File: config.mk
export PLATFORM = sky130hd
export DESIGN_NAME = hcbm_front
export DESIGN_NICKNAME = d
export VERILOG_FILES = /design/src/hdl/hcbm_pkg.sv /design/src/hdl/hcbm_front.sv
export SDC_FILE = /design/constraint.sdc
export NUM_CORES = 1
export LEC_CHECK = 0
export ABC_CLOCK_PERIOD_IN_PS = 2000
export BUFFER_PORTS_ARGS = -buffer_cell sky130_fd_sc_hd__buf_4
export CAP_MARGIN = 20
export CORE_MARGIN = 1
export CORE_UTILIZATION = 32
export DETAILED_ROUTE_END_ITERATION = 10
export GPL_ROUTABILITY_DRIVEN = 0
export GPL_TIMING_DRIVEN = 0
export PLACE_DENSITY = 0.8
export SYNTH_ARGS = -nofsm -noshare
export SYNTH_HDL_FRONTEND = slang
export SYNTH_SLANG_ARGS = --single-unit
File: constraint.sdc
create_clock -name clock -period 2 [get_ports clock]
set_input_delay 0.6 -clock clock [delete_from_list [all_inputs] [get_ports clock]]
set_output_delay 0.6 -clock clock [all_outputs]
set_load 0.02 [all_outputs]
File: src/hdl/hcbm_pkg.sv
// ----------------------------------------------------------------------------
// hcbm_pkg
// Shared types and constants of the home computer memory bank mapper.
// ----------------------------------------------------------------------------
package hcbm_pkg;

   localparam logic [1:0] REQ_READ  = 2'd0;
   localparam logic [1:0] REQ_WRITE = 2'd1;
   localparam logic [1:0] REQ_LOAD  = 2'd2;

   localparam logic [15:0] BANK_ADDR  = 16'h0001;
   localparam logic [7:0]  BANK_RESET = 8'h37;

   localparam int RAM_DEPTH = 65536;
   localparam int IO_DEPTH  = 4096;
   localparam int ROM_DEPTH = 8192;

   localparam int QUEUE_DEPTH_DEFAULT = 4;

   typedef enum logic [2:0] {
      TARGET_RAM   = 3'd0,
      TARGET_IO    = 3'd1,
      TARGET_ROM   = 3'd2,
      TARGET_VIDEO = 3'd3,
      TARGET_SOUND = 3'd4,
      TARGET_TIMER = 3'd5
   } target_code_type;

   typedef enum logic [1:0] {
      MEM_NONE,
      MEM_RAM,
      MEM_IO,
      MEM_ROM
   } mem_sel_type;

   typedef enum logic [1:0] {
      BACK_CLEAR,
      BACK_IDLE,
      BACK_RESP
   } back_state_type;

   typedef struct packed {
      mem_sel_type     mem_sel;
      logic            mem_write;
      target_code_type target;
      logic            dev;
      logic            dev_write;
      logic [15:0]     address;
      logic [7:0]      data;
   } op_type;

endpackage

File: src/hdl/hcbm_front.sv
// ----------------------------------------------------------------------------
// hcbm_front
// Accepts bus accesses, keeps the bank byte and decodes each access into
// a memory operation for the back end.
// ----------------------------------------------------------------------------
module hcbm_front import hcbm_pkg::*; (
   input  logic        clock,
   input  logic        reset,
   input  logic        req_valid,
   input  logic        accept,
   input  logic [1:0]  req_type,
   input  logic [15:0] req_address,
   input  logic [7:0]  req_write_data,
   output op_type      op
);

   logic [7:0] bank_ff;
   logic [7:0] bank_in;
   logic       io_visible;
   logic       rom_visible;
   logic       in_io_range;
   logic       in_rom_range;
   target_code_type io_target;

   assign io_visible   = bank_ff[2] && (bank_ff[2:0] != 3'b100);
   assign rom_visible  = bank_ff[1];
   assign in_io_range  = (req_address[15:12] == 4'hD);
   assign in_rom_range = (req_address[15:13] == 3'b111);

   always_comb begin
      case (req_address[11:8]) inside
         [4'h0:4'h3]: io_target = TARGET_VIDEO;
         [4'h4:4'h7]: io_target = TARGET_SOUND;
         4'hE:        io_target = TARGET_SOUND;
         4'hC, 4'hD:  io_target = TARGET_TIMER;
         default:     io_target = TARGET_IO;
      endcase
   end

   always_comb begin
      op.mem_sel   = MEM_NONE;
      op.mem_write = 1'b0;
      op.target    = TARGET_RAM;
      op.dev       = 1'b0;
      op.dev_write = 1'b0;
      op.address   = req_address;
      op.data      = req_write_data;
      case (req_type)
         REQ_LOAD: begin
            op.mem_sel   = MEM_ROM;
            op.mem_write = 1'b1;
            op.target    = TARGET_ROM;
         end
         REQ_READ, REQ_WRITE: begin
            op.mem_write = (req_type == REQ_WRITE);
            if (in_io_range && io_visible) begin
               op.target = io_target;
               if (io_target == TARGET_IO) begin
                  op.mem_sel = MEM_IO;
               end else begin
                  op.dev       = 1'b1;
                  op.dev_write = op.mem_write;
                  if (io_target == TARGET_TIMER && op.mem_write) begin
                     op.mem_sel = MEM_RAM;
                  end
               end
            end else if (in_rom_range && !op.mem_write && rom_visible) begin
               op.mem_sel = MEM_ROM;
               op.target  = TARGET_ROM;
            end else begin
               op.mem_sel = MEM_RAM;
            end
         end
         default: begin
            op.mem_sel = MEM_NONE;
         end
      endcase
   end

   always_comb begin
      bank_in = bank_ff;
      if (req_valid && accept && op.mem_sel == MEM_RAM && op.mem_write
          && req_address == BANK_ADDR) begin
         bank_in = req_write_data;
      end
   end

   always_ff @(posedge clock) begin
      if (reset) begin
         bank_ff <= BANK_RESET;
      end else begin
         bank_ff <= bank_in;
      end
   end

endmodule

## Yosys cells after proc, flatten, opt, wreduce, memory -nomap -nowiden

Cells that the tools add are included.

| storage, ports and cells | value |
|---|---|
| register bits after elaboration | 3 |
| input bits | 30 |

| operators by class | value |
|---|---|
| $lt $le $gt $ge | 4 |
| equality and inequality tests | 12 |
| mux-type cells | 15 |
| reductions and logical operators | 15 |

Operators by type and width:

| cell | count |
|---|---|
| equality test 16 x 1 -> 1 bit (second input constant) | 1 |
| equality test 4 bit (second input constant) | 4 |
| two-way mux 3 bit | 5 |
| two-way mux 2 bit | 7 |
| logical AND 1 bit | 11 |
| case mux 4 bit (2 select lines) | 1 |
| equality test 3 bit (second input constant) | 2 |
| equality test 2 x 1 -> 1 bit (second input constant) | 2 |
| greater-or-equal comparator 4 x 1 -> 1 bit (second input constant) | 1 |
| greater-or-equal comparator 4 x 3 -> 1 bit (second input constant) | 1 |
| less-or-equal comparator 4 x 2 -> 1 bit (second input constant) | 1 |
| less-or-equal comparator 4 x 3 -> 1 bit (second input constant) | 1 |
| case mux 2 bit (2 select lines) | 1 |
| OR reduction 2 bit | 2 |
| equality test 3 x 1 -> 1 bit (second input constant) | 1 |
| inequality test 3 bit (second input constant) | 1 |
| equality test 2 bit (second input constant) | 1 |
| logical NOT 2 bit | 1 |
| logical NOT 1 bit | 1 |
| two-way mux 1 bit | 1 |

## Longest topological paths before layout

Gate-level depths: netlist of run 1.

| depth | value |
|---|---|
| depth after elaboration | 16 |
| gate-level depth with buffers | 6 |
| gate-level depth less buffers | 6 |

## Worst setup path after synthesis of run 1

No wires, ideal clock.

| path | value |
|---|---|
| kind | input -> output |
| start point | input req_address[13] |
| end point | output op[26] in the netlist's numbering |
| data arrival time | 1.699 ns |
| path slack | -0.299 ns |
| stages on the path | 4 |
| buffers on the path | 0 |
| cell sequence | nand4b_1 -> nor2_1 -> o21ai_0 -> a211oi_1 |

RTL lines:

| item | line | source |
|---|---|---|
| start: declaration | hcbm_front.sv:12 | `input logic [15:0] req_address,` |
| end: declaration | hcbm_front.sv:14 | `output op_type op` |

==> results.toml, run 1 <==
[run_status]
run_status = "finished with violations"
violations = "setup timing"

[power_and_ir_drop]
power_frac_clock_pct = 27.1
power_frac_seq_pct = 15.5
leakagePower_nw = 0.568
ir_drop_uv = 371
p_sw_w = 0.000131
p_int_w = 0.000256
combPwrFrac_pct = 57.4
p_total_w = 0.000387
pwr_density_cell_nw_per_um2 = 347
switching_share_pct = 33.9

[die]
die-area_um2 = 1820
fp.dieH_um = 42.7
rows = 14
fp.dieW_um = 42.7
core_region_area_um2 = 1520
start_util_pct = 34.8
ios = 62

[worst_setup_path]
ff2ff_path_depth = 5
rr_endpoint = "bank_ff[2]"
crit_arrival_ns = 1.56
r2r-start = "bank_ff[1]"
endpoint_kind = "output pin"
crit_required_ns = 1.40
crit_chain = "buf_6 -> nand4b_1 -> nor2_4 -> o21ai_2 -> a211oi_2 -> buf_4"
rrSetupSlack_ns = 0.59
critPathMaxFanout = 4
critPathSlowestCell = "nand4b_1"
cp-start-kind = "input port"
crit_path_max_incr_delay_ns = 0.23
path_class = "input port to output pin"

[timing]
finClkSkew_ns = 0.00408
fmax_mhz = 462
period_minus_slack_ns = 2.16
rsz0062_at_grt = "true"
worst_slack_ns = -0.164
drv_slew = 0
worst_pin_slew_ns = 0.529
finalCritPeriodShare_pct = 108
setup_violations = 7
hold_viol_final = 0
slew_headroom_pct = 64.4

[layout]
reg_top3 = "bank_ff: 3 flops"
n_antenna_cell = 0
largest_reg_flops = 3
area_delta_synth_final_pct = 110
top_register = "bank_ff"
final_cells = 150
fin_nets = 168
utilization_pct = 73.2
drive_gt1_share_pct = 75.4
fin_area_um2 = 1120

[synth]
synth_warnings = 0
syn_avg_cell_area_um2 = 7.47
ys_seq_area_share_pct = 11.3
synthDistinctLibCells = 23
yosys_register_bits = 3
synth_cells = 71
synth-async-reset-ratio_pct = 0
synth_edf_count = 0
netlist_area_um2 = 531
synth_flop_cell = "dfxtp_1"
synth_nets = 104

[cts]
clk_pin_slew_ns = 0.04
postCtsHoldBufs = 0
clock_insertion_delay_worst_skew_ns = 0.23
cts.path.max_buffers = 2
htreeDepth = 1
numCtsBuffers = 3
cts_tree = "done"
clkSinkCount = 3
cts_root_buffer = "clkbuf_4"

[drt]
first_pass_iters = 4
routedWlPerCell_um = 11.1
routed_wl_um = 1670
ant_nets = 0
num_vias = 705
drt_iter0_markers = 4
drc = 0
viasPerCell = 4.70

[global_routing]
grt_pass1_wl_um = 2570
grt_pass1_vias = 662
antenna_found_initial = 0
grt_max_degree = 7
grt_overflow = 0
grt_usage_pct = 18.0

[min_path]
hold_start = "reset"
min_to = "bank_ff[0]"
hold_depth = 2
hold_class = "input port to flip-flop"

[place]
dp_worst_setup_slack_ns = -0.423
placed_area_um2 = 1010
io_buffers = 56
post-dp-hpwl_um = 1360
dp.cells = 143

[run]
drv_cap = 0
[cells by family (layout without fill, tap and decap cells)]
kind of cell,count (synthesis),after routing,share of synthesized area (%)
buffers and inverters,29,92,37.5
and+or+nand+nor,20,20,22.2
adders and majority gates,3,3,7.08
AOI/OAI and AO/OA,16,16,21.9
DFF,3,3,11.3
[power by group through the flow]
stage / sequential [W] / clock, W / combinational [W]
global route: 0.0000600 / 0.000118 / 0.000234
CTS: 0.0000601 / 0.000109 / 0.000222
detailed placement: 0.0000611 / 0 / 0.000207
floorplan: 0.0000611 / 0 / 0.000107
global placement: 0.0000611 / 0 / 0.000204
finish: 0.0000602 / 0.000105 / 0.000222
[worst max-delay path, delay by kind of cell]
family	cells	cell delay, ns
simple gates	2	0.45
compound gates	2	0.26
buf+inv	2	0.26
[Yosys cell counts, drive strengths merged (2+ instances only)]
master  count  share of area (%)
nor4        3                3.5
nand2       5                3.5
buf        24                 34
nor2        3                2.1
a21boi      5                7.1
a311o       3                5.7
ha          3                7.1
o21ai       4                3.8
and3        2                2.6
inv         5                3.5
dfxtp       3                 11
[layout make-up]
class                   instances  area [µm²]
clock buffers                   4        26.3
fillers                       116         408
inverters                       5        18.8
flip-flops and latches          3        60.1
plain buffers                  24         180
multi-input cells              39         353
repair buffers                 59         458
well taps                      16        20.0
[worst max path at each step]
stage	end	slack [ns]	depth (start not counted)	startpoint
after CTS	op[26]	-0.16	6	req_address[13]
final	op[26]	-0.16	6	req_address[13]
after floorplan	op[26]	-0.09	4	req_address[13]
after global routing	op[26]	-0.19	6	req_address[13]
after detailed placement	op[30]	-0.42	7	req_type[1]
after global placement	op[30]	-0.40	7	req_type[1]
[per-stage QoR]
stage	setup TNS, ns	hold WS, ns
finish	-0.923	0.588
global route	-1.15	0.593
CTS	-0.805	0.586
detailed placement	-1.67	0.650
global placement	-1.55	0.637
floorplan	-0.196	0.598
[placed cells by master, fill, tap and decap left out, types with 2 or more instances in the layout]
cell type and instances:
a311o_1 3, nor2_1 2, o21ai_0 2, inv_2 2, buf_6 2, buf_4 80, a21boi_2 2, a21boi_0 3
ha_1 2, nand2_1 5, nor4_1 2, dfxtp_1 3, inv_1 3, clkbuf_4 3
[what timing repair did]
action                                  CTS  global route
resized for setup                        13             0
pin swaps                                 5             1
endpoints found under the hold margin     0             0
buffers inserted                          2             1
endpoints found under the setup margin    7             7
[per-layer routing]
| layer | track usage, % | vias up | wire [µm] |
|---|---|---|---|
| met4 | 7.50 | 0 | 13 |
| met5 | 0 | - | 0 |
| met1 | 16.0 | 317 | 553 |
| met3 | 5.11 | 2 | 136 |
| met2 | 36.1 | 31 | 966 |
| li1 | - | 355 | - |
Power figures use the tool's default switching activity.
==> run 2, diff against run 1 <==
- ABC_CLOCK_PERIOD_IN_PS: 2000 -> 2810
- CORE_UTILIZATION: 32 -> 35
- PLACE_DENSITY: 0.8 -> 0.86
- clock period: 2 -> 2.81 ns (I/O delays scaled with it)
==> results.toml, run 2 (synthesized netlist as in run 1, its figures left out) <==
[drt]
drt_iter0_markers = 13
num_vias = 710
drc = 0
ant_nets = 0
viasPerCell = 4.86
first_pass_iters = 4
routed_wl_um = 1780
routedWlPerCell_um = 12.2

[layout]
fillers = 108
drive_gt1_share_pct = 67.9
final_common_cell = "buf_4"
fin_nets = 165
fin_area_um2 = 1010
reg_top3 = "bank_ff: 3 flops"
final_cell_mix = "80 x buf_4, 5 x inv_1, 5 x nand2_1"
area_delta_synth_final_pct = 90.8
top_register = "bank_ff"
largest_reg_flops = 3
n_antenna_cell = 0

[power_and_ir_drop]
ir_drop_uv = 185
p_total_w = 0.000265
pwr_density_cell_nw_per_um2 = 261
leakagePower_nw = 0.542

[place]
io_buffers = 56
post-dp-hpwl_um = 1540
placed_area_um2 = 970

[timing]
setup_violations = 0
finClkSkew_ns = 0.00174
fmax_mhz = 362
rsz0062_at_grt = "true"
hold_viol_final = 0
period_minus_slack_ns = 2.76
drv_slew = 0
worst_pin_slew_ns = 0.350
finalCritPeriodShare_pct = 98.3
slew_headroom_pct = 76.5

[die]
core_region_area_um2 = 1350
fp.dieW_um = 40.9
rows = 13
start_util_pct = 39.3
ios = 62
die-area_um2 = 1680
fp.dieH_um = 40.9

[cts]
numCtsBuffers = 3
cts_tree = "done"
htreeDepth = 1
postCtsHoldBufs = 0
cts.path.max_buffers = 2
clock_insertion_delay_worst_skew_ns = 0.23
clk_pin_slew_ns = 0.03
clkSinkCount = 3
post_cts_buffers = 0
cts_root_buffer = "clkbuf_4"

[global_routing]
grt_pass1_vias = 562
grt_overflow = 0
antenna_found_initial = 0
grt_max_degree = 7
grt_pass1_wl_um = 2260
grt_usage_pct = 20.6

[min_path]
hold_class = "flip-flop to flip-flop"

[worst_setup_path]
crit_required_ns = 1.97
path_class = "input port to output pin"
cp-start-kind = "input port"
endpoint_kind = "output pin"
critPathMaxFanout = 6
crit_arrival_ns = 1.92

[run_status]
run_status = "complete, no violations"

[run]
drv_cap = 0
[run 2: worst max-delay path, stage by stage]
cell and delay, ns:
buf_4 0.14, inv_1 0.07, ha_2 0.19, nand2_1 0.07, o31ai_2 0.31, o21a_1 0.16, buf_4 0.13
[run 2: routing by layer]
metal	GRT usage, %	share of wire (%)	wire [µm]	vias up
met5	0	0	0	-
met2	41.4	52	930	40
met1	19.4	36	634	318
li1	-	-	-	350
met4	7.50	0.96	17	0
met3	4.89	11	197	2
[run 2: where the power goes]
group | internal, W | switching, W | total, W
sequential | 0.0000428 | 0.0000000000428 | 0.0000428
clock | 0.0000532 | 0.0000219 | 0.0000751
combinational | 0.0000788 | 0.0000678 | 0.000147
total | 0.000175 | 0.0000898 | 0.000265
[run 2: through the flow]
step | instances | hold slack (ns) | TNS, ns | utilization [%] | setup WS, ns
2_1_floorplan | 71 | 0.598 | 0 | - | 0.0246
3_3_place_gp | 142 | 0.643 | -0.0508 | 71.8 | -0.0451
3_5_place_dp | 142 | 0.648 | -0.0546 | 71.8 | -0.0523
4_1_cts | 146 | 0.656 | 0 | 74.3 | 0.00377
5_1_grt | 146 | 0.667 | -0.0174 | 75.0 | -0.00893
6_report | 146 | 0.646 | 0 | 75.0 | 0.0470
[run 2: area by class of cell]
cell class	instances	area [µm²]	share of cell area (%)
plain buffers	24	180	17.8
repair buffers	56	420	41.5
multi-input cells	39	288	28.4
flip-flops and latches	3	60.1	5.93
inverters	5	18.8	1.85
well taps	15	18.8	1.85
clock buffers	4	26.3	2.60
[run 2: worst paths after layout]
kind | startpoint | to | slack, ns | cells after the start
hold reg to reg | bank_ff[0] | bank_ff[0] | 0.65 | 2
hold / removal | bank_ff[0] | bank_ff[0] | 0.65 | 2
setup reg to reg | bank_ff[1] | bank_ff[2] | 1.57 | 4
setup / recovery | req_type[1] | op[30] | 0.05 | 7
[run 2: timing repair]
action,CTS,global route
endpoints found under the setup margin,2,5
gates resized for setup,2,4
pin swaps,0,2
