File: config.mk
export PLATFORM = sky130hd
export DESIGN_NAME = hcbm_queue
export DESIGN_NICKNAME = d
export VERILOG_FILES = /design/src/hdl/hcbm_pkg.sv /design/src/hdl/hcbm_queue.sv
export SDC_FILE = /design/constraint.sdc
export NUM_CORES = 1
export LEC_CHECK = 0
export BUFFER_PORTS_ARGS = -buffer_cell sky130_fd_sc_hd__buf_4
export CORE_UTILIZATION = 61
export CTS_BUF_LIST = sky130_fd_sc_hd__clkbuf_4
export DETAILED_ROUTE_END_ITERATION = 16
export HOLD_SLACK_MARGIN = 0.03
export PLACE_DENSITY = 0.93
export SYNTH_ARGS = -nofsm -noshare
export SYNTH_HDL_FRONTEND = slang
export SYNTH_SLANG_ARGS = --single-unit
File: constraint.sdc
create_clock -name clock -period 4.6 [get_ports clock]
set_input_delay 0.23 -clock clock [delete_from_list [all_inputs] [get_ports clock]]
set_output_delay 0.23 -clock clock [all_outputs]
set_load 0.02 [all_outputs]
File: src/hdl/hcbm_pkg.sv
// ----------------------------------------------------------------------------
// hcbm_pkg
// Shared types and constants of the home computer memory bank mapper.
// ----------------------------------------------------------------------------
package hcbm_pkg;

   localparam logic [1:0] REQ_READ  = 2'd0;
   localparam logic [1:0] REQ_WRITE = 2'd1;
   localparam logic [1:0] REQ_LOAD  = 2'd2;

   localparam logic [15:0] BANK_ADDR  = 16'h0001;
   localparam logic [7:0]  BANK_RESET = 8'h37;

   localparam int RAM_DEPTH = 65536;
   localparam int IO_DEPTH  = 4096;
   localparam int ROM_DEPTH = 8192;

   localparam int QUEUE_DEPTH_DEFAULT = 4;

   typedef enum logic [2:0] {
      TARGET_RAM   = 3'd0,
      TARGET_IO    = 3'd1,
      TARGET_ROM   = 3'd2,
      TARGET_VIDEO = 3'd3,
      TARGET_SOUND = 3'd4,
      TARGET_TIMER = 3'd5
   } target_code_type;

   typedef enum logic [1:0] {
      MEM_NONE,
      MEM_RAM,
      MEM_IO,
      MEM_ROM
   } mem_sel_type;

   typedef enum logic [1:0] {
      BACK_CLEAR,
      BACK_IDLE,
      BACK_RESP
   } back_state_type;

   typedef struct packed {
      mem_sel_type     mem_sel;
      logic            mem_write;
      target_code_type target;
      logic            dev;
      logic            dev_write;
      logic [15:0]     address;
      logic [7:0]      data;
   } op_type;

endpackage

File: src/hdl/hcbm_queue.sv
// ----------------------------------------------------------------------------
// hcbm_queue
// Short first-in first-out queue of decoded operations.
// ----------------------------------------------------------------------------
module hcbm_queue import hcbm_pkg::*; #(
   parameter int DEPTH = QUEUE_DEPTH_DEFAULT
) (
   input  logic   clock,
   input  logic   reset,
   input  logic   push,
   input  op_type push_op,
   input  logic   pop,
   output logic   full,
   output logic   not_empty,
   output op_type head_op
);

   localparam int PTR_W = $clog2(DEPTH);
   localparam int CNT_W = $clog2(DEPTH + 1);

   op_type             entry_ff [DEPTH];
   logic [PTR_W-1:0]   wr_ptr_ff;
   logic [PTR_W-1:0]   wr_ptr_in;
   logic [PTR_W-1:0]   rd_ptr_ff;
   logic [PTR_W-1:0]   rd_ptr_in;
   logic [CNT_W-1:0]   count_ff;
   logic [CNT_W-1:0]   count_in;

   assign full      = (count_ff == CNT_W'(DEPTH));
   assign not_empty = (count_ff != '0);
   assign head_op   = entry_ff[rd_ptr_ff];

   always_comb begin
      wr_ptr_in = wr_ptr_ff;
      rd_ptr_in = rd_ptr_ff;
      count_in  = count_ff;
      if (push) begin
         wr_ptr_in = (wr_ptr_ff == PTR_W'(DEPTH - 1)) ? '0 : wr_ptr_ff + 1'b1;
      end
      if (pop) begin
         rd_ptr_in = (rd_ptr_ff == PTR_W'(DEPTH - 1)) ? '0 : rd_ptr_ff + 1'b1;
      end
      if (push && !pop) begin
         count_in = count_ff + 1'b1;
      end else if (pop && !push) begin
         count_in = count_ff - 1'b1;
      end
   end

   always_ff @(posedge clock) begin
      if (reset) begin
         wr_ptr_ff <= '0;
         rd_ptr_ff <= '0;
         count_ff  <= '0;
      end else begin
         wr_ptr_ff <= wr_ptr_in;
         rd_ptr_ff <= rd_ptr_in;
         count_ff  <= count_in;
      end
   end

   always_ff @(posedge clock) begin
      if (push) begin
         entry_ff[wr_ptr_ff] <= push_op;
      end
   end

endmodule

== Word-level counts from Yosys, hierarchy flattened ==
Memory sizes are Yosys's and may differ from the RTL's. A register that Yosys moved wholly into a read port is not among the register bits.
Cells that the tools add are included.

* Register bits after elaboration: 7
* Memory bits (writable): 128
* Bits of input ports: 36
* Output and inout bits: 34
* Word-level logic and storage cells: 25
* Memories: 1

* Add/subtract/negate cells: 4
* Equal/unequal tests: 3
* Muxes and demuxes: 8
* Reduce and logical (&&, ||, !) cells: 6

{| class="wikitable"
|+ Memories
! memory !! depth !! width !! read ports !! clocked after Yosys merged registers in !! wr ports !! RTL line !! text
|-
| entry_ff || 4 || 32 || 1 || 1 || 1 || hcbm_queue.sv:21 || <nowiki>op_type entry_ff [DEPTH];</nowiki>
|}

{| class="wikitable"
|+ Operators by type and width
! kind !! count
|-
| $mux W2 || 4
|-
| $mux W3 || 2
|-
| $add A2 B1 Y2 const B || 2
|-
| $eq A2 B2 Y1 const B || 2
|-
| $add A3 B1 Y3 const B || 1
|-
| $eq A3 B3 Y1 const B || 1
|-
| $reduce_bool A3 Y1 || 1
|-
| $sub A3 B1 Y3 const B || 1
|-
| $logic_and A1 B1 Y1 || 2
|-
| $logic_not A1 Y1 || 2
|-
| $mux W1 || 2
|-
| $reduce_bool A2 Y1 || 1
|}

== Longest topological paths before layout ==
Gate-level depths: netlist of the first run.

* Word-level depth: 4
* Mapped depth: 7
* Gate-level depth less buffers: 7

== Least setup slack after synthesis of the first run ==
No wires, ideal clock.

* Path type: reg2reg
* From: reg wr_ptr_ff[0]
* To: mem entry_ff[3][0] in the netlist's numbering, enable pin
* Library setup time: 0.392 ns
* Arrival: 1.341 ns
* Required time: 4.208 ns
* Path slack: 2.867 ns
* Cell stages (with the launch flop): 3
* Path buffers: 0
* Clock period less this slack: 1.733 ns
* Path through: dfxtp_1 ha_1 and2_1

{| class="wikitable"
|+ RTL lines
! what !! RTL line !! text
|-
| start, declared || hcbm_queue.sv:22 || <nowiki>logic [PTR_W-1:0] wr_ptr_ff;</nowiki>
|-
| start signal, assigned || hcbm_queue.sv:56 || <nowiki>wr_ptr_ff <= wr_ptr_in;</nowiki>
|-
| end, declared || hcbm_queue.sv:21 ||
|}

No word-level cell before the write port.

==> qor.txt, run 1 <==
Post-DP HPWL - 5230 um
Total Routing Usage GR - 23.4%
Tcrit/Tclk final - 56.4%
initial antenna violation count - 0
Worst R2R Start - wr_ptr_ff[0]
top-count cell post-synth - edfxtp_1
Syn-to-layout area delta - 24.1%
R2R Setup Slk - 2.89 ns
layout filler cell count - 369
Power Internal - 1.97 mW
pwr dens - 409 nW/um^2
Mapped Area - 5100 um^2
RSZ-0062 raised after global routing - no
share of the synthesized area in the top cell type - 75.4%
largest net degree at the start of global routing - 33
worst-path fanout max - 21
vias in the first global route - 2770
crit path cell chain - buf_4 > mux4_1 > buf_4
max cap viols - 0
Final min period - 2.59 ns
kind of critical path - flop to primary output
DR WL/cell - 20.7 um
leakage power - 2.21 nW
grt ovf - 0
clock power share - 31.6%
Peak Freq - 386 MHz
Core ar. - 7890 um^2
Reg power frac - 56.2%
CP Data Arrival Time - 2.36 ns
ys flop type - edfxtp_1
PostCTS Resize Cnt - 0
status - complete, no violations
cell total after placement - 376
CTS root buf - clkbuf_4
CTS Buffer Depth - 2
Starting Density - 64.7%
Slew @ Worst Pin - 0.881 ns
global-route wire length before repair - 14100 um
Critical R2R Capture - entry_ff[3][3]
layout cell share with drive strength beyond 1 - 39.9%
Clock Skew - 0.0153 ns
Synth Net Count - 254
DR iter-0 viols - 221
worst hold endpoint - entry_ff[0][15]
Net Sw Power - 0.622 mW
# Post-CTS Setup Buffers - 0
Cell Area, Placed - 5670 um^2
async set or reset register ratio after synthesis - 0%
full die area - 8730 um^2
hold path start - push_op[15]
drt total wl - 9160 um
Seq/Total Area, Yosys - 78.9%
vias per cell - 5.68
TritonCTS clock tree - done
Synth Instances - 211
fin util - 80.3%
Fin Setup TNS - 0 ns
Peak VDD IR - 0.000226 V
Worst Path Required - 4.37 ns
top cell type by total area after synthesis - edfxtp_1
Final WS setup - 2.01 ns
Die X - 93.4 um
Hold/Removal Path Class - input pin to flop
Top cell by count, worst path - buf_4
R2R depth - 2
worst skew pair latency - 0.51 ns
Critical Path Source Type - flop
Routed Antenna Nets - 0
Commonest cells post-synth - 128 x edfxtp_1, 30 x mux4_2, 9 x dfxtp_1
nets@finish - 371
top cells by area, synth - edfxtp_1 75%, mux4_2 13%, dfxtp_1 3.5%, ha_1 1.5%, buf_12 1.2%
final setup fails - 0
clk slew on worst S/H paths - 0.12 ns
DRT Pass-1 Iters - 5
CTS Buf Count - 17
Synth Area per Inst - 24.2 um^2
slowest stage delay, CP - 0.61 ns
Synth cell types - 18
Setup WS pre-CTS - 2.49 ns
post-route cell area - 6330 um^2
port bufs - 69
Post-synth EDFFs - 128
Hold Path Cell Cnt - 2
fin. max-slew vios - 0
Final Instance Count excl. Fillers - 443
worst hold slack - 0.464 ns
post-synthesis register bit count - 137
total chip power - 2.59 mW
Via Count - 2515
DIE HEIGHT - 93.4 um
number of inserted diodes - 0
GPL Wtd Cong - 0.711
relative slew slack - 41.3%
clock sink total - 137
critical path's slowest cell - dfxtp_2
sw frac - 24.0%
combinational cell fraction of total power - 12.2%
Cell Rows - 32
I/O pin count - 70
Fin. Hold Viols - 0
Setup crit end kind - primary output
synth warn - 0
DRC Markers - 0
H-tree depth - 4
[registers in the layout, indices dropped and copies added, names as in the netlist, named ones only]
register and cells:
wr_ptr_ff 2, rd_ptr_ff 2, entry_ff 128, count_ff 3
[repair_timing]
action,4_1_cts,5_1_grt
hold buffers,35,0
endpoints found under the hold margin,137,0
setup endpoints to repair,0,0
[metal layers]
layer  GRT usage [%]  share of wire [%]  vias up
li1                -                  -     1116
met1            27.7                 37     1272
met2            40.7                 55      110
met3            6.59                5.6       17
met4            8.85                2.1        0
met5               0                  0        -
[placed cells by master, fill, tap and decap left out]
master / Yosys / layout
mux4_1: 2 / 2
bufinv_16: 0 / 3
clkbuf_4: 0 / 18
nor3b_1: 2 / 2
dfxtp_1: 9 / 7
ha_1: 6 / 6
buf_4: 0 / 70
inv_6: 0 / 3
fa_1: 1 / 1
xor2_1: 2 / 2
clkinv_1: 0 / 2
mux4_2: 30 / 30
mux2i_1: 4 / 4
dlygate4sd3_1: 0 / 35
or3_1: 2 / 2
a21oi_1: 2 / 2
edfxtp_1: 128 / 128
o21ai_0: 1 / 1
clkinv_4: 0 / 2
inv_1: 4 / 4
nor2_1: 7 / 7
clkinvlp_4: 0 / 4
dfxtp_2: 0 / 2
and2_2: 0 / 4
[worst max path at each step]
stage	endpoint	depth (start not counted)
3_3_place_gp	head_op[23]	3
4_1_cts	head_op[23]	3
6_report	head_op[23]	3
3_5_place_dp	head_op[23]	3
2_1_floorplan	entry_ff[3][0]	2
5_1_grt	head_op[23]	3
[logic make-up after synthesis]
| kind of cell | Yosys count | share of synthesized area [%] |
|---|---|---|
| flops | 137 | 78.9 |
| mux | 36 | 15.1 |
| simple gates | 15 | 1.55 |
| buf+inv | 11 | 1.99 |
| fa+ha+maj | 7 | 1.86 |
| compound gates | 3 | 0.294 |
| xor+xnor | 2 | 0.344 |
[critical path: cells and delay by family (launching register included)]
family / cells / cell delay, ns
buf+inv: 2 / 0.63
mux: 1 / 0.61
flops: 1 / 0.61
[cell type report]
class	count	area [um^2]	area share (%)
inverter	4	15.0	0.237
clock inverter	14	171	2.71
timing repair buffer	105	876	13.8
sequential	137	4030	63.6
tap	102	128	2.02
clock buffer	18	135	2.13
multi-input combinational	63	980	15.5
[power groups by stage]
stage,Clock [mW],Sequential (mW),Combinational [mW]
floorplan,0,1.47,0.186
global placement,0,1.48,0.283
global route,0.880,1.46,0.337
detailed placement,0,1.49,0.292
finish,0.819,1.46,0.316
CTS,0.830,1.46,0.318
Note: power is estimated with default switching activity, not from simulation.
==> run 2, diff against run 1 <==
--- a/config.mk
+++ b/config.mk
@@ -6,11 +6,11 @@
 export NUM_CORES = 1
 export LEC_CHECK = 0
 export BUFFER_PORTS_ARGS = -buffer_cell sky130_fd_sc_hd__buf_4
-export CORE_UTILIZATION = 61
+export CORE_UTILIZATION = 59
 export CTS_BUF_LIST = sky130_fd_sc_hd__clkbuf_4
 export DETAILED_ROUTE_END_ITERATION = 16
 export HOLD_SLACK_MARGIN = 0.03
-export PLACE_DENSITY = 0.93
+export PLACE_DENSITY = 0.91
 export SYNTH_ARGS = -nofsm -noshare
 export SYNTH_HDL_FRONTEND = slang
 export SYNTH_SLANG_ARGS = --single-unit
==> constraint.sdc (replaced) <==
create_clock -name clock -period 2.6 [get_ports clock]
set_input_delay 0.13 -clock clock [delete_from_list [all_inputs] [get_ports clock]]
set_output_delay 0.13 -clock clock [all_outputs]
set_load 0.02 [all_outputs]
==> qor.txt, run 2 (same netlist as run 1, synthesis figures left out) <==
DR iter-0 viols - 155 (-30%)
DR WL/cell - 20.1 um (-2.5%)
I/O pin count - 70 (unchanged)
commonest non-fill, non-tap cell in the layout - edfxtp_1
total chip power - 4.86 mW (+88%)
Total Routing Usage GR - 22.3% (-1.1 points)
DRT Pass-1 Iters - 4 (-1)
Hold/Removal Path Class - input pin to flop
Routed Antenna Nets - 0 (unchanged)
number of inserted diodes - 0 (unchanged)
global-route wire length before repair - 13900 um (-1.2%)
fin util - 77.4% (-2.9 points)
Peak VDD IR - 0.000532 V (+140%)
Starting Density - 61.5% (-3.2 points)
worst skew pair latency - 0.49 ns (-0.02 ns)
CTS Buffer Depth - 2 (unchanged)
CTS Buf Count - 17 (unchanged)
largest net degree at the start of global routing - 33 (unchanged)
status - complete, no violations
H-tree depth - 4 (unchanged)
clock sink total - 137 (unchanged)
Syn-to-layout area delta - 25.9%
initial antenna violation count - 0 (unchanged)
Core ar. - 8300 um^2 (+5.2%)
grt ovf - 0 (unchanged)
relative slew slack - 40.5% (-0.77 points)
DIE HEIGHT - 95.0 um (+1.6%)
crit path cell chain - buf_12 > mux4_1 > buf_4
# Post-CTS Setup Buffers - 0 (unchanged)
Peak Freq - 437 MHz
CTS root buf - clkbuf_4
worst hold slack - 0.371 ns (-0.0935 ns)
TritonCTS clock tree - done
max cap viols - 0 (unchanged)
critical path's slowest cell - dfxtp_2
Fin Setup TNS - 0 ns (unchanged)
hold buffers post-CTS - 35 (unchanged)
clk slew on worst S/H paths - 0.13 ns (about the same)
Fin. Hold Viols - 0 (unchanged)
fin. max-slew vios - 0 (unchanged)
CP Data Arrival Time - 2.16 ns (-0.20 ns)
most frequent cells in the layout - 128 x edfxtp_1, 70 x buf_4, 35 x dlygate4sd3_1
Critical Path Source Type - flop
largest registers - entry_ff (128), count_ff (3)
cell total after placement - 380 (+1.1%)
PostCTS Resize Cnt - 0 (unchanged)
drt total wl - 9010 um (-1.7%)
pwr dens - 757 nW/um^2 (+85%)
leakage power - 2.25 nW (+2.0%)
final setup fails - 0 (unchanged)
Clock Skew - 0.0154 ns (+0.000132 ns)
Setup crit end kind - primary output
layout cell share with drive strength beyond 1 - 40.4% (+0.47 points)
Biggest register - entry_ff
Die X - 95.0 um (+1.6%)
port bufs - 69 (unchanged)
Final Instance Count excl. Fillers - 447 (+0.90%)
Via Count - 2512 (-0.12%)
Post-DP HPWL - 5060 um (-3.2%)
max reg flops - 128 (unchanged)
worst-path fanout max - 22 (+4.8%)
vias per cell - 5.62 (-1.0%)
Slew @ Worst Pin - 0.892 ns (+0.0116 ns)
Final min period - 2.29 ns
Cell Rows - 33 (+3.1%)
Tcrit/Tclk final - 88.0%
GPL Wtd Cong - 0.713 (+0.25%)
kind of critical path - flop to primary output
vias in the first global route - 2611 (-5.7%)
RSZ-0062 raised after global routing - no
DRC Markers - 0 (unchanged)
full die area - 9020 um^2 (+3.3%)
slowest stage delay, CP - 0.60 ns (about the same)
Worst Path Required - 2.47 ns (-1.90 ns)
layout filler cell count - 448 (+21%)
nets@finish - 372 (+0.27%)
-- run 2: cell count changes in the layout (fill, tap and decap cells not counted) --
cell        previous run  this run
clkinvlp_4             4         3
clkbuf_4              18        17
inv_6                  3         2
clkinv_1               2         1
buf_12                 0         1
clkinv_2               0         1
bufinv_16              3         6
-- run 2: routing by layer --
layer	track usage (%)	vias to the layer above	routed length (um)
li1	-	1117	-
met1	29.8	1305	3950
met4	6.57	0	100
met3	6.68	10	412
met2	35.7	80	4550
met5	0	-	0
-- run 2: area by class of cell --
| class | instances | area, um^2 | share of cell area (%) |
|---|---|---|---|
| clock buffer | 17 | 128 | 1.99 |
| clock inverter | 15 | 246 | 3.84 |
| inverter | 4 | 15.0 | 0.234 |
| multi-input combinational | 63 | 980 | 15.3 |
| sequential | 137 | 4030 | 62.7 |
| tap | 105 | 131 | 2.05 |
| timing repair buffer | 106 | 896 | 13.9 |
-- run 2: worst paths after layout --
kind	start	end	slack, ns	cells after the start
worst max register to register	wr_ptr_ff[0]	entry_ff[1][11]	0.85	3
worst min-delay path	push_op[30]	entry_ff[0][30]	0.37	2
worst max-delay path	flop	head_op[23]	0.31	3
worst min register to register	count_ff[2]	count_ff[2]	0.52	2
-- run 2: through the flow --
step / cell area, um^2 / worst slack [ns]
after CTS: 6420 / 0.221
after global routing: 6420 / 0.174
after floorplan: 5100 / 0.867
after global placement: 5700 / 0.842
final: 6420 / 0.312
after detailed placement: 5700 / 0.828
-- run 2: worst max-delay path: cells and delay by family, from the launching register on --
kind	cells	cell delay, ns
multiplexers	1	0.60
buffers and inverters	2	0.44
flip-flops	1	0.60
-- run 2: power by group --
group	internal [mW]	switching, mW
sequential	2.52	0.0561
clock	0.960	0.764
combinational	0.286	0.278
==> run 3, diff against run 2 <==
--- a/config.mk
+++ b/config.mk
@@ -6,11 +6,10 @@
 export NUM_CORES = 1
 export LEC_CHECK = 0
 export BUFFER_PORTS_ARGS = -buffer_cell sky130_fd_sc_hd__buf_4
-export CORE_UTILIZATION = 59
-export CTS_BUF_LIST = sky130_fd_sc_hd__clkbuf_4
+export CORE_UTILIZATION = 56
 export DETAILED_ROUTE_END_ITERATION = 16
 export HOLD_SLACK_MARGIN = 0.03
-export PLACE_DENSITY = 0.91
+export PLACE_DENSITY = 0.87
 export SYNTH_ARGS = -nofsm -noshare
 export SYNTH_HDL_FRONTEND = slang
 export SYNTH_SLANG_ARGS = --single-unit
==> qor.txt, run 3 (same netlist as run 1, synthesis figures left out) <==
full die area - 9490 um^2 (+5.2%)
CP Data Arrival Time - 2.17 ns (about the same)
area occupied by multi-input gates - 980 um^2 (unchanged)
Cell Rows - 34 (+3.0%)
most frequent cells in the layout - 128 x edfxtp_1, 74 x buf_4, 36 x dlygate4sd3_1
drt total wl - 9050 um (+0.51%)
kind of critical path - flop to primary output
Core ar. - 8760 um^2 (+5.6%)
nets@finish - 377 (+1.3%)
port bufs - 69 (unchanged)
Syn-to-layout area delta - 31.5%
Peak Freq - 435 MHz (-0.49%)
hold buffers post-CTS - 36 (+2.9%)
layout filler cell count - 472 (+5.4%)
DR WL/cell - 19.9 um (-1.3%)
CTS Buffer Depth - 2 (unchanged)
Hold/Removal Path Class - input pin to flop
Clock Skew - 0.00952 ns (-0.00588 ns)
max cap viols - 0 (unchanged)
initial antenna violation count - 0 (unchanged)
PostCTS Resize Cnt - 0 (unchanged)
largest registers - entry_ff (128), count_ff (3)
clk slew on worst S/H paths - 0.06 ns (-0.07 ns)
fin util - 76.5% (-0.89 points)
I/O pin count - 70 (unchanged)
Critical Path Source Type - flop
global-route wire length before repair - 14100 um (+1.4%)
relative slew slack - 41.1% (+0.62 points)
Biggest register - entry_ff
Setup WS pre-CTS - 0.808 ns (-0.0197 ns)
Die X - 97.4 um (+2.6%)
Total Routing Usage GR - 20.7% (-1.5 points)
Final min period - 2.30 ns (+0.0112 ns)
H-tree depth - 4 (unchanged)
Final Instance Count excl. Fillers - 455 (+1.8%)
DRC Markers - 0 (unchanged)
worst-path fanout max - 14 (-36%)
DR iter-0 viols - 142 (-8.4%)
Fin Setup TNS - 0 ns (unchanged)
RSZ-0062 raised after global routing - no
Via Count - 2526 (+0.56%)
vias in the first global route - 2770 (+6.1%)
DIE HEIGHT - 97.4 um (+2.6%)
vias per cell - 5.55 (-1.2%)
Final WS setup - 0.301 ns (-0.0112 ns)
DRT Pass-1 Iters - 4 (unchanged)
CTS Buf Count - 17 (unchanged)
Setup crit end kind - primary output
clock sink total - 137 (unchanged)
commonest non-fill, non-tap cell in the layout - edfxtp_1
# Post-CTS Setup Buffers - 0 (unchanged)
CTS root buf - clkbuf_8
TritonCTS clock tree - done
Routed Antenna Nets - 0 (unchanged)
Post-DP HPWL - 5190 um (+2.6%)
Slew @ Worst Pin - 0.883 ns (-0.00927 ns)
largest net degree at the start of global routing - 33 (unchanged)
Worst Path Required - 2.47 ns (about the same)
Fin. Hold Viols - 0 (unchanged)
layout cell share with drive strength beyond 1 - 40.9% (+0.57 points)
Peak VDD IR - 0.000565 V (+6.3%)
fin. max-slew vios - 0 (unchanged)
status - complete, no violations
pwr dens - 835 nW/um^2 (+10%)
Starting Density - 58.2% (-3.3 points)
Tcrit/Tclk final - 88.4% (+0.43 points)
grt ovf - 0 (unchanged)
GPL Wtd Cong - 0.676 (-5.1%)
leakage power - 2.39 nW (+6.1%)
number of inserted diodes - 0 (unchanged)
FF/Latch Area - 4030 um^2 (unchanged)
final setup fails - 0 (unchanged)
cell total after placement - 387 (+1.8%)
worst skew pair latency - 0.52 ns (+0.03 ns)
max reg flops - 128 (unchanged)
==> run 3: cell count changes in the layout (fill, tap and decap cells not counted) <==
cell / before / now
buf_4: 70 / 74
bufinv_16: 6 / 4
clkbuf_16: 0 / 16
clkbuf_4: 17 / 0
clkbuf_8: 0 / 1
clkinv_2: 1 / 3
clkinv_4: 2 / 3
clkinvlp_4: 3 / 2
dlygate4sd3_1: 35 / 36
==> run 3: where the power goes <==
group	switching [mW]	internal, mW	total [mW]
sequential	0.0579	2.52	2.58
combinational	0.278	0.292	0.570
clock	0.887	1.56	2.44
total	1.22	4.37	5.60
==> run 3: metrics by stage <==
step                      total power, mW  hold WS [ns]  instance area (um^2)
final                                5.60         0.358                  6700
after CTS                            5.63         0.326                  6700
after global placement               3.13         0.329                  5730
after floorplan                      2.92         0.199                  5100
after global routing                 5.76         0.345                  6700
after detailed placement             3.15         0.333                  5730
==> run 3: layout make-up <==
class | instances | share of cell area [%]
inverters | 4 | 0.224
flip-flops and latches | 137 | 60.1
well taps | 108 | 2.02
multi-input cells | 63 | 14.6
clock buffers | 17 | 6.18
clock inverters | 15 | 2.95
repair buffers | 111 | 14.0
==> run 3: routing by layer <==
metal | GRT usage (%) | vias up | part of all wire [%]
li1 | - | 1123 | -
met1 | 24.9 | 1302 | 40
met2 | 35.0 | 85 | 53
met3 | 6.69 | 16 | 5.6
met4 | 7.92 | 0 | 1.4
met5 | 0 | - | 0
==> run 3: worst paths after layout <==
check | startpoint | slack [ns] | end | cells after the start
min reg2reg | count_ff[2] | 0.51 | count_ff[2] | 2
min | push_op[20] | 0.36 | entry_ff[0][20] | 2
max | flop | 0.30 | head_op[23] | 3
max reg2reg | wr_ptr_ff[0] | 0.90 | entry_ff[1][30] | 2
==> run 3: worst max-delay path, stage by stage (launching register included) <==
cell	delay, ns
dfxtp_2	0.64
buf_4	0.28
mux4_1	0.56
buf_4	0.17
